## config.mk

```make
export PLATFORM = sky130hd
export DESIGN_NAME = pdu_select
export DESIGN_NICKNAME = d
export VERILOG_FILES = /design/src/hdl/pdu_pkg.sv /design/src/hdl/pdu_select.sv
export SDC_FILE = /design/constraint.sdc
export NUM_CORES = 1
export LEC_CHECK = 0
export BUFFER_PORTS_ARGS = -buffer_cell sky130_fd_sc_hd__buf_2
export CAP_MARGIN = 40
export CORE_AREA = 4 4 365 367
export CTS_CLUSTER_SIZE = 40
export DETAILED_ROUTE_END_ITERATION = 7
export DIE_AREA = 0 0 369 371
export PLACE_DENSITY = 0.4
export SLEW_MARGIN = 20
export SYNTH_ARGS = -nofsm -noshare
export SYNTH_HDL_FRONTEND = slang
export SYNTH_SLANG_ARGS = --single-unit
```

## constraint.sdc

```tcl
create_clock -name clock -period 13.6 [get_ports clock]
set_clock_uncertainty 0.2 [all_clocks]
set_input_delay 2.72 -clock clock [delete_from_list [all_inputs] [get_ports clock]]
set_output_delay 2.72 -clock clock [all_outputs]
set_load 0.02 [all_outputs]
```

## src/hdl/pdu_pkg.sv

```systemverilog
// Package for the pressureless dust upwind flux block: widths, codes and
// stage payload types shared by the interfaces and all pipeline modules.
// No dependencies.
`timescale 1ns / 1ps
package pdu_pkg;

   localparam int VALUE_WIDTH_DEFAULT = 32;
   localparam int FIELD_W   = 32;
   localparam int FRAC_BITS = 16;
   localparam int FLUX_W    = 48;
   localparam int SUM_W     = FLUX_W + 1;
   localparam int MOM_W     = 64;
   localparam int OP_W      = FIELD_W + 1;
   localparam int SPLIT_W   = 24;
   localparam int ROE_W     = 3 * FIELD_W;

   localparam int CSR_IDX_W  = 2;
   localparam int CSR_DATA_W = 8;
   localparam logic [CSR_IDX_W-1:0] CSR_SOLVER_MODE = 2'd0;
   localparam logic [CSR_IDX_W-1:0] CSR_NORMAL_DIR  = 2'd1;

   localparam logic [1:0] DIR_X = 2'd0;
   localparam logic [1:0] DIR_Y = 2'd1;
   localparam logic [1:0] DIR_Z = 2'd2;

   typedef enum logic {
      MODE_PENETRATE = 1'b0,
      MODE_ROE       = 1'b1
   } solver_mode_type;

   typedef enum logic [1:0] {
      SIGN_NEG  = 2'd0,
      SIGN_ZERO = 2'd1,
      SIGN_POS  = 2'd2
   } roe_sign_type;

   typedef logic [FIELD_W-1:0] field_type;

   typedef struct packed {
      field_type       rho_l;
      field_type [2:0] v_l;
      field_type       rho_r;
      field_type [2:0] v_r;
   } item_type;

   typedef struct packed {
      logic lpos;
      logic lneg;
      logic lzero;
      logic rpos;
      logic rneg;
      logic rzero;
      logic dlz;
      logic drz;
   } side_flags_type;

   typedef struct packed {
      logic signed [FLUX_W-1:0] fl;
      logic signed [FLUX_W-1:0] fr;
      logic signed [FLUX_W-1:0] fsat;
      logic signed [FLUX_W-1:0] fhalf;
      field_type [2:0]          vl;
      field_type [2:0]          vr;
      side_flags_type           flags;
      logic [ROE_W-1:0]         roe_l;
      logic [ROE_W-1:0]         roe_r;
   } front_type;

   typedef struct packed {
      logic signed [FLUX_W-1:0] mass;
      logic signed [FLUX_W-1:0] b_l;
      logic signed [FLUX_W-1:0] b_r;
      logic [2:0][OP_W-1:0]     a_l;
      logic [2:0][OP_W-1:0]     a_r;
      logic                     en_l;
      logic                     en_r;
      logic                     half;
   } sel_type;

   typedef struct packed {
      logic [FLUX_W-1:0]         mass;
      logic [2:0][MOM_W-1:0]     mom;
   } result_type;

endpackage

```

## src/hdl/pdu_select.sv

```systemverilog
// Stage 4: Roe sign, mode decision, mass result and lane operands for the
// momentum products. Depends on pdu_pkg.
`timescale 1ns / 1ps
module pdu_select (
   input  logic                      clock,
   input  logic                      reset,
   input  pdu_pkg::solver_mode_type  mode,
   input  logic                      in_valid,
   output logic                      in_ready,
   input  pdu_pkg::front_type        in_data,
   output logic                      out_valid,
   input  logic                      out_ready,
   output pdu_pkg::sel_type          out_data
);
   import pdu_pkg::*;

   roe_sign_type sign_c;
   sel_type      sel_in;
   sel_type      sel_ff;
   logic         v4_ff;
   logic         rdy4;
   logic         lz_c, rz_c;

   assign rdy4 = !v4_ff || out_ready;
   assign in_ready = rdy4;

   always_comb begin
      lz_c = in_data.flags.dlz || in_data.flags.lzero;
      rz_c = in_data.flags.drz || in_data.flags.rzero;
      priority if (in_data.flags.dlz && in_data.flags.drz) begin
         sign_c = SIGN_NEG;
      end else if (lz_c) begin
         sign_c = rz_c ? SIGN_ZERO : (in_data.flags.rpos ? SIGN_POS : SIGN_NEG);
      end else if (rz_c || (in_data.flags.lpos == in_data.flags.rpos)) begin
         sign_c = in_data.flags.lpos ? SIGN_POS : SIGN_NEG;
      end else if (in_data.roe_l > in_data.roe_r) begin
         sign_c = in_data.flags.lpos ? SIGN_POS : SIGN_NEG;
      end else if (in_data.roe_l < in_data.roe_r) begin
         sign_c = in_data.flags.rpos ? SIGN_POS : SIGN_NEG;
      end else begin
         sign_c = SIGN_ZERO;
      end
   end

   always_comb begin
      sel_in.en_l = 1'b0;
      sel_in.en_r = 1'b0;
      sel_in.half = 1'b0;
      sel_in.mass = '0;
      unique case (mode)
         MODE_PENETRATE: begin
            sel_in.en_l = in_data.flags.lpos;
            sel_in.en_r = in_data.flags.rneg;
            if (sel_in.en_l && sel_in.en_r) begin
               sel_in.mass = in_data.fsat;
            end else if (sel_in.en_l) begin
               sel_in.mass = in_data.fl;
            end else if (sel_in.en_r) begin
               sel_in.mass = in_data.fr;
            end
         end
         MODE_ROE: begin
            if (!(in_data.flags.lneg && in_data.flags.rpos)) begin
               unique case (sign_c)
                  SIGN_POS: begin
                     sel_in.en_l = 1'b1;
                     sel_in.mass = in_data.fl;
                  end
                  SIGN_NEG: begin
                     sel_in.en_r = 1'b1;
                     sel_in.mass = in_data.fr;
                  end
                  default: begin
                     sel_in.en_l = 1'b1;
                     sel_in.half = 1'b1;
                     sel_in.mass = in_data.fhalf;
                  end
               endcase
            end
         end
         default: begin
            sel_in.mass = '0;
         end
      endcase
      sel_in.b_l = sel_in.half ? in_data.fhalf : in_data.fl;
      sel_in.b_r = in_data.fr;
      for (int c = 0; c < 3; c++) begin
         sel_in.a_r[c] = OP_W'($signed(in_data.vr[c]));
         sel_in.a_l[c] = sel_in.half
                       ? OP_W'($signed(in_data.vl[c])) + OP_W'($signed(in_data.vr[c]))
                       : OP_W'($signed(in_data.vl[c]));
      end
   end

   always_ff @(posedge clock) begin
      if (reset) begin
         v4_ff <= 1'b0;
      end else if (rdy4) begin
         v4_ff <= in_valid;
      end
   end

   always_ff @(posedge clock) begin
      if (rdy4) begin
         sel_ff <= sel_in;
      end
   end

   assign out_valid = v4_ff;
   assign out_data  = sel_ff;

endmodule

```

==> impl_results.md, run 1 <==
- CTS clock-pin slew for the worst setup and hold paths: approximately 0.060 ns
- Maximum VDD drop: slightly above 0.1 mV
- Core area: 129,500 um^2
- GRT Residual Overflow: 0
- Setup CP Type: in -> reg
- Via density: between 4 and 5
- Mapped Cells: 1,923
- Hold Startpoint: out_valid$_SDFFE_PP0P_
- Worst-Margin Slew: around 0.8 ns
- Die height: 371 um
- Vias: about 19k
- Min Clock Period, post-route: 6.803 ns
- Routability cong.: ~0.88
- Number of iterations in the first detailed-routing pass: 7
- Arr. time, crit path: slightly below 7 ns
- Clock sink count: 343
- Proportion of synthesized area in mux cells: 2.763%
- Library cells used by synthesis: 63
- Syn_area_per_cell: roughly 11 um^2
- R2r startpoint: out_valid$_SDFFE_PP0P_
- Clk_lat worst skew: 0.60 ns
- Synth Area in Compound Gates: between 10% and 20%
- Critical Path Start Type: input port
- Routed wire length: 116,800 um
- WHS: 0.7997 ns
- PwrDens: around 120 nW/um^2
- Vias in the first global route: approximately 19k
- GRT Total Usage: roughly 16%
- TNS Setup: 0 ns
- Fraction of registers with async set/reset: 0%
- Ports: approximately 940
- Placed Area: 27,540 um^2
- H-tree Lvls: 2
- Root Buffer: clkbuf_16
- Initial detailed-routing violation count: around 1.2k
- Postcts setup bufs: 0
- Post-synthesis xor/xnor area fraction: 3.582%
- Detail Placement HPWL: 97,520 um
- Post-synth EDFFs: about 340
- Reg2reg end: out_data[109]$_DFFE_PP_
- Main area contributors after synthesis: edfxtp_1, ha_1, nand2_1
- Syn_nets: 2,707
- Port bufs: 935
- RSZ-0062 raised after global routing: false
- Final Hold Vio Count: 0
- Worst-path fanout max: 80
- CTS resizes: 0
- Seq/Total Area, Yosys: between 40% and 50%
- Ys flop type: edfxtp_1
- Largest family of logic cells by synthesized area: compound AO/OA/AOI/OAI gates
- Synth top area share: approximately 50%
- # hold bufs at CTS: 0
- Largest net degree at the start of global routing: 81
- Num CTS Buffers: 48
- Synth Area in Adders: between 10% and 20%
- CTS Buffer Depth: 3
- Reg-to-reg slack, setup: ~10 ns
- Crit share post-route: ~50%
- Worst EP required: between 10 and 15 ns
- Status: complete, no violations
- R2R cell count: 5
- Worst min path class: reg -> reg
- Critical Path End Type: flip-flop
- Fin. max-slew vios: 0
- Final core area utilization: 22.64%
- Hold EP: out_data[300]$_DFFE_PP_
- Slew HR: 44.37%
- Area growth syn-to-layout: 41.04%
- YS warnings: 0
- Residual DRC count: 0
- Final Cell Area: roughly 29,000 um^2
- Synth Area in Simple Gates: 9.013%
- Die width: between 300 and 400 um
- Row cnt: 132
- Static Leak: around 13 nW
- Ratio of cells with drive above 1 in the final layout: 38.11%
- Per-cell routed wire length: ~25 um
- Antenna violations before repair: 74
- Area leader, netlist: edfxtp_1
- DRT antenna net count: 0
- Hold depth: 1
- Max Cap Viol: 0
- Top post-synthesis cells by count: edfxtp_1, nand2_1, ha_1, inv_1, o21ai_0
- Netlist Area Pre-Place: 20,780 um^2
- Cell with the most instances after synthesis: edfxtp_1
- CTS tree: built
- Die ar.: approximately 140,000 um^2
- Initial core utilization: between 15 and 20%
- Final setup fails: 0
- Highest clock rate: around 0.15 GHz
- #FFs+latches synth: 343
- Net count, final: about 3.6k
- First-pass GRT wire length: around 160,000 um
-- registers in the layout, indices dropped and copies added (netlist names) --
register / count
out_data: 342
out_valid: 1
-- critical path, stage by stage --
cell and delay, ns:
buf_2 0.08, inv_1 0.03, ha_1 0.30, and3_4 0.19, a221o_1 0.36, a221oi_2 0.26
o211ai_1 0.17, o31ai_2 0.34, a31oi_1 0.21, a21oi_2 0.20, or2b_4 0.42, buf_4 0.58
buf_4 0.74, o21ai_0 0.23
-- placed cells by master, fill, tap and decap left out, drive strengths merged, types with 51 or more instances in the layout --
cell type,netlist,final
a221o,52,52
buf,37,958
clkbuf,34,58
inv,174,176
nor2,51,51
edfxtp,342,342
ha,192,192
a21oi,96,96
mux2,51,51
nand2,234,234
o21ai,192,192
-- report_power, final --
group,switching [W],internal [W]
registers,0.0000372,0.00129
clock network,0.000560,0.000823
logic,0.000569,0.000311
total,0.00117,0.00242
-- cell families after synthesis --
kind of cell | Yosys count
AOI/OAI and AO/OA | 585
and+or+nand+nor | 419
DFF | 343
buffers and inverters | 245
adders and majority gates | 195
xor gates and xnor gates | 85
muxes | 51
-- stage by stage --
stage               cells  power (W)  worst slack [ns]
floorplan            1923   0.001829             3.599
global placement     4549   0.002244             6.141
detailed placement   4552   0.002241             6.056
CTS                  4639   0.003670             6.770
global route         4645   0.003781             6.297
finish               4667   0.003588             6.797
-- worst max-delay path by stage --
stage                     slack (ns)                 endpoint   startpoint
after floorplan                 3.60                 in_ready    out_ready
after global placement          6.14  out_data[183]$_DFFE_PP_  in_data[78]
after detailed placement        6.06  out_data[147]$_DFFE_PP_  in_data[65]
after CTS                       6.77  out_data[299]$_DFFE_PP_  in_data[65]
after global routing            6.30  out_data[150]$_DFFE_PP_  in_data[65]
final                           6.80  out_data[149]$_DFFE_PP_  in_data[18]
-- layout make-up --
type,instances,area [um^2]
diodes,28,70.07
clock buffers,58,1269
repair buffers,958,4920
fillers,14340,100200
clock inverters,29,431.7
multi-input cells,1335,9498
well taps,1742,2180
inverters,174,653.1
flip-flops and latches,343,10290
-- metal layers --
| layer | wire length (um) | global-route usage [%] |
|---|---|---|
| met1 | 44460 | 18.00 |
| met2 | 55560 | 27.63 |
| met3 | 12500 | 7.324 |
| met5 | 342 | 0 |
| met4 | 3947 | 5.525 |
Note: power is estimated with default switching activity, not from simulation.
==> inputs of run 2 (changes only) <==
--- a/config.mk
+++ b/config.mk
@@ -5,12 +5,13 @@
 export SDC_FILE = /design/constraint.sdc
 export NUM_CORES = 1
 export LEC_CHECK = 0
+export ABC_AREA = 1
 export BUFFER_PORTS_ARGS = -buffer_cell sky130_fd_sc_hd__buf_2
 export CAP_MARGIN = 40
-export CORE_AREA = 4 4 365 367
+export CORE_AREA = 4 4 364 366
 export CTS_CLUSTER_SIZE = 40
 export DETAILED_ROUTE_END_ITERATION = 7
-export DIE_AREA = 0 0 369 371
+export DIE_AREA = 0 0 368 370
 export PLACE_DENSITY = 0.4
 export SLEW_MARGIN = 20
 export SYNTH_ARGS = -nofsm -noshare
==> constraint.sdc (replaced) <==
create_clock -name clock -period 6.8 [get_ports clock]
set_clock_uncertainty 0.2 [all_clocks]
set_input_delay 1.36 -clock clock [delete_from_list [all_inputs] [get_ports clock]]
set_output_delay 1.36 -clock clock [all_outputs]
set_load 0.02 [all_outputs]
==> run 2 against run 1 <==
Area after synthesis increased by 8.1%; critical endpoint is now out_data[158]$_DFFE_PP_; flip-flop and latch count is the same; register-to-register slack got worse by 5.7 ns.
==> impl_results.md, run 2 <==
- Status: complete, no violations (unchanged)
- #FFs+latches synth: 343 (unchanged)
- Syn_area_per_cell: 8.717 um^2 (was 10.81 um^2)
- Main area contributors after synthesis: edfxtp_1, ha_1, nand2_1 (unchanged)
- Final Hold Vio Count: 0 (unchanged)
- Area growth syn-to-layout: 36.67% (was 41.04%)
- Residual DRC count: 0 (unchanged)
- Critical Path Start Type: input port (unchanged)
- Clock share of power: 35.0% (was 38.6%)
- Num CTS Buffers: 46 (was 48)
- Core area: 129,200 um^2 (was 129,500 um^2)
- Postcts setup bufs: 0 (unchanged)
- Final Cell Area: 30,700 um^2 (was 29,310 um^2)
- Worst-Margin Slew: 0.9332 ns (was 0.8237 ns)
- Port bufs: 935 (unchanged)
- DRT antenna net count: 0 (unchanged)
- Worst setup path end: out_data[158]$_DFFE_PP_ (was out_data[149]$_DFFE_PP_)
- Library cells used by synthesis: 42 (was 63)
- Fraction of registers with async set/reset: 0% (unchanged)
- Arr. time, crit path: 4.85 ns (was 6.94 ns)
- Reg-to-reg slack, setup: 4.77 ns (was 10.46 ns)
- Cell with the most instances after synthesis: nand2_1 (was edfxtp_1)
- YS warnings: 0 (unchanged)
- Static Leak: 14.54 nW (was 13.48 nW)
- Slew HR: 36.18% (was 44.37%)
- Ports: 936 (unchanged)
- Seq/Total Area, Yosys: 45.81% (was 49.51%)
- Synth Area in Compound Gates: 13.45% (was 18.28%)
- Largest net degree at the start of global routing: 121 (was 81)
- R2r startpoint: out_valid$_SDFFE_PP0P_ (unchanged)
- Root Buffer: clkbuf_16 (unchanged)
- Hold depth: 2 (was 1)
- Largest family of logic cells by synthesized area: simple AND/OR/NAND/NOR gates (was compound AO/OA/AOI/OAI gates)
- Setup WS post-layout: 2.058 ns (was 6.797 ns)
- Fillers: 14.49k (was 14.34k)
- Synth top area share: 45.72% (was 49.42%)
- Ys flop type: edfxtp_1 (unchanged)
- Netlist Area Pre-Place: 22,460 um^2 (was 20,780 um^2)
- First-pass GRT wire length: 166,800 um (was 155,500 um)
- Final setup fails: 0 (unchanged)
- CTS clock-pin slew for the worst setup and hold paths: 0.06 ns (about the same)
- H-tree Lvls: 2 (unchanged)
- Setup CP Type: in -> reg (unchanged)
- Die ar.: 136,200 um^2 (was 136,900 um^2)
- Post-synthesis xor/xnor area fraction: 3.314% (was 3.582%)
- Flop pwr share: 37.9% (was 36.9%)
- Die width: 368 um (was 369 um)
- Clk_lat worst skew: 0.60 ns (about the same)
- Routability cong.: 0.8922 (was 0.8795)
- Clock sink count: 343 (unchanged)
- Max Cap Viol: 0 (unchanged)
- PwrDens: 225.9 nW/um^2 (was 122.4 nW/um^2)
- Critical Path End Type: flip-flop (unchanged)
- Die height: 370 um (was 371 um)
- Post-synth EDFFs: 342 (unchanged)
- TNS Setup: 0 ns (unchanged)
- Row cnt: 132 (unchanged)
- Worst EP required: 6.91 ns (was 13.74 ns)
- Net count, final: 4,276 (was 3,644)
- Per-cell routed wire length: 22.90 um (was 25.03 um)
- DP Worst Slack: 1.466 ns (was 6.056 ns)
- Combinational power share: 27.1% (was 24.5%)
- Top post-synthesis cells by count: nand2_1, edfxtp_1, inv_1, nor2_1, ha_1 (was edfxtp_1, nand2_1, ha_1, inv_1, o21ai_0)
- Mapped Cells: 2,577 (was 1,923)
- Most frequent cells in the layout: buf_2, nand2_1, edfxtp_1 (was buf_2, edfxtp_1, nand2_1)
- Antenna violations before repair: 78 (was 74)
- Power Internal: 0.004536 W (was 0.002421 W)
- Number of iterations in the first detailed-routing pass: 5 (was 7)
- Flip-flop count of the largest register after layout: 342 (unchanged)
- Commonest non-fill, non-tap cell in the layout: buf_2 (unchanged)
- Net Sw Power: 0.002400 W (was 0.001167 W)
- Highest clock rate: 0.2109 GHz
- Synth Area in Adders: 10.96% (was 11.85%)
- R2R cell count: 2 (was 5)
- Routed wire length: 121,300 um (was 116,800 um)
- GRT Total Usage: 16.94% (was 16.25%)
- Reg2reg end: out_data[327]$_DFFE_PP_ (was out_data[109]$_DFFE_PP_)
- Sw frac: 34.60% (was 32.52%)
- Crit share post-route: between 60% and 70%
- Fin. max-slew vios: 0 (unchanged)
- CTS tree: built (unchanged)
- Initial core utilization: 17.39% (was 16.05%)
- Vias: 22.37k (was 19.21k)
- Worst min path class: reg -> reg (unchanged)
- Vias in the first global route: 22.23k (was 19.43k)
- Min Clock Period, post-route: between 4 and 5 ns
- CTS resizes: 0 (unchanged)
- Initial detailed-routing violation count: 1,585 (was 1,227)
- Worst-path fanout max: 86 (was 80)
- CTS Buffer Depth: 3 (unchanged)
- Area leader, netlist: edfxtp_1 (unchanged)
- Detail Placement HPWL: 100,500 um (was 97,520 um)
- Ratio of cells with drive above 1 in the final layout: 29.97% (was 38.11%)
- # hold bufs at CTS: 0 (unchanged)
- Maximum VDD drop: 0.1529 mV (was 0.1005 mV)
- Crit. Startpoint: in_data[47] (was in_data[18])
- Via density: 4.223 (was 4.116)
- Syn_nets: 3,361 (was 2,707)
- Proportion of synthesized area in mux cells: 0% (was 2.763%)
- Placed Area: 29,090 um^2 (was 27,540 um^2)
- Synth Area in Simple Gates: 19.64% (was 9.013%)
- RSZ-0062 raised after global routing: false (unchanged)
- GRT Residual Overflow: 0 (unchanged)
## run 2: final cells by class
type	count	area, um^2	area share [%]
Inverter	285	1080	3.517
Tap cell	1742	2180	7.099
Clock buffer	50	1187	3.868
Antenna cell	26	65.06	0.2119
Timing Repair Buffer	957	4945	16.11
Sequential cell	343	10290	33.52
Clock inverter	36	282.8	0.9211
Multi-Input combinational cell	1859	10670	34.76
## run 2: worst min path at each step
stage,startpoint,to
global placement,out_valid$_SDFFE_PP0P_,out_valid$_SDFFE_PP0P_
finish,out_valid$_SDFFE_PP0P_,out_valid$_SDFFE_PP0P_
detailed placement,out_valid$_SDFFE_PP0P_,out_valid$_SDFFE_PP0P_
CTS,out_valid$_SDFFE_PP0P_,out_valid$_SDFFE_PP0P_
floorplan,reset,out_valid$_SDFFE_PP0P_
global route,out_valid$_SDFFE_PP0P_,out_valid$_SDFFE_PP0P_
## run 2: power by group through the flow
stage          clock (W)  sequential [W]  combinational (W)
6_report         0.00243         0.00263            0.00188
2_1_floorplan          0         0.00295           0.000786
4_1_cts          0.00254         0.00264            0.00190
3_5_place_dp           0         0.00268            0.00189
3_3_place_gp           0         0.00268            0.00190
5_1_grt          0.00261         0.00265            0.00206
## run 2: through the flow
| step | util, % | std cells | hold slack [ns] | power [W] |
|---|---|---|---|---|
| floorplan | - | 2577 | 1.229 | 0.003734 |
| global route | 23.74 | 5282 | 0.6743 | 0.007314 |
| finish | 23.77 | 5298 | 0.6092 | 0.006936 |
| detailed placement | 22.52 | 5183 | 0.6297 | 0.004571 |
| global placement | 22.52 | 5182 | 0.6285 | 0.004574 |
| CTS | 23.66 | 5269 | 0.6458 | 0.007073 |
## run 2: logic make-up (layout without fill, tap and decap cells)
logic type	after synthesis	count (layout)
buf+inv	375	1328
other cells	0	26
simple gates	1064	1064
xor+xnor	85	85
fa+ha+maj	195	195
flops	343	343
compound gates	515	515
## run 2: layer usage
layer	global-route usage, %	up-vias	wire, um
met5	0	-	193
li1	-	10790	-
met1	19.51	10530	46510
met2	30.83	858	61540
met4	3.871	28	2916
met3	4.951	174	10140
## run 2: critical path, cell delays in order
cell     delay [ns]
buf_2          0.08
inv_1          0.05
ha_1           0.33
nand2_1        0.20
nor4_1         0.41
buf_2          0.22
nand3_1        0.10
nor2_1         0.17
nand2_1        0.07
nor2_1         0.09
nand2_1        0.08
nand2_2        0.07
inv_2          0.05
nor2_4         0.48
inv_6          0.35
buf_4          0.40
nand2_1        0.09
o21ai_1        0.06
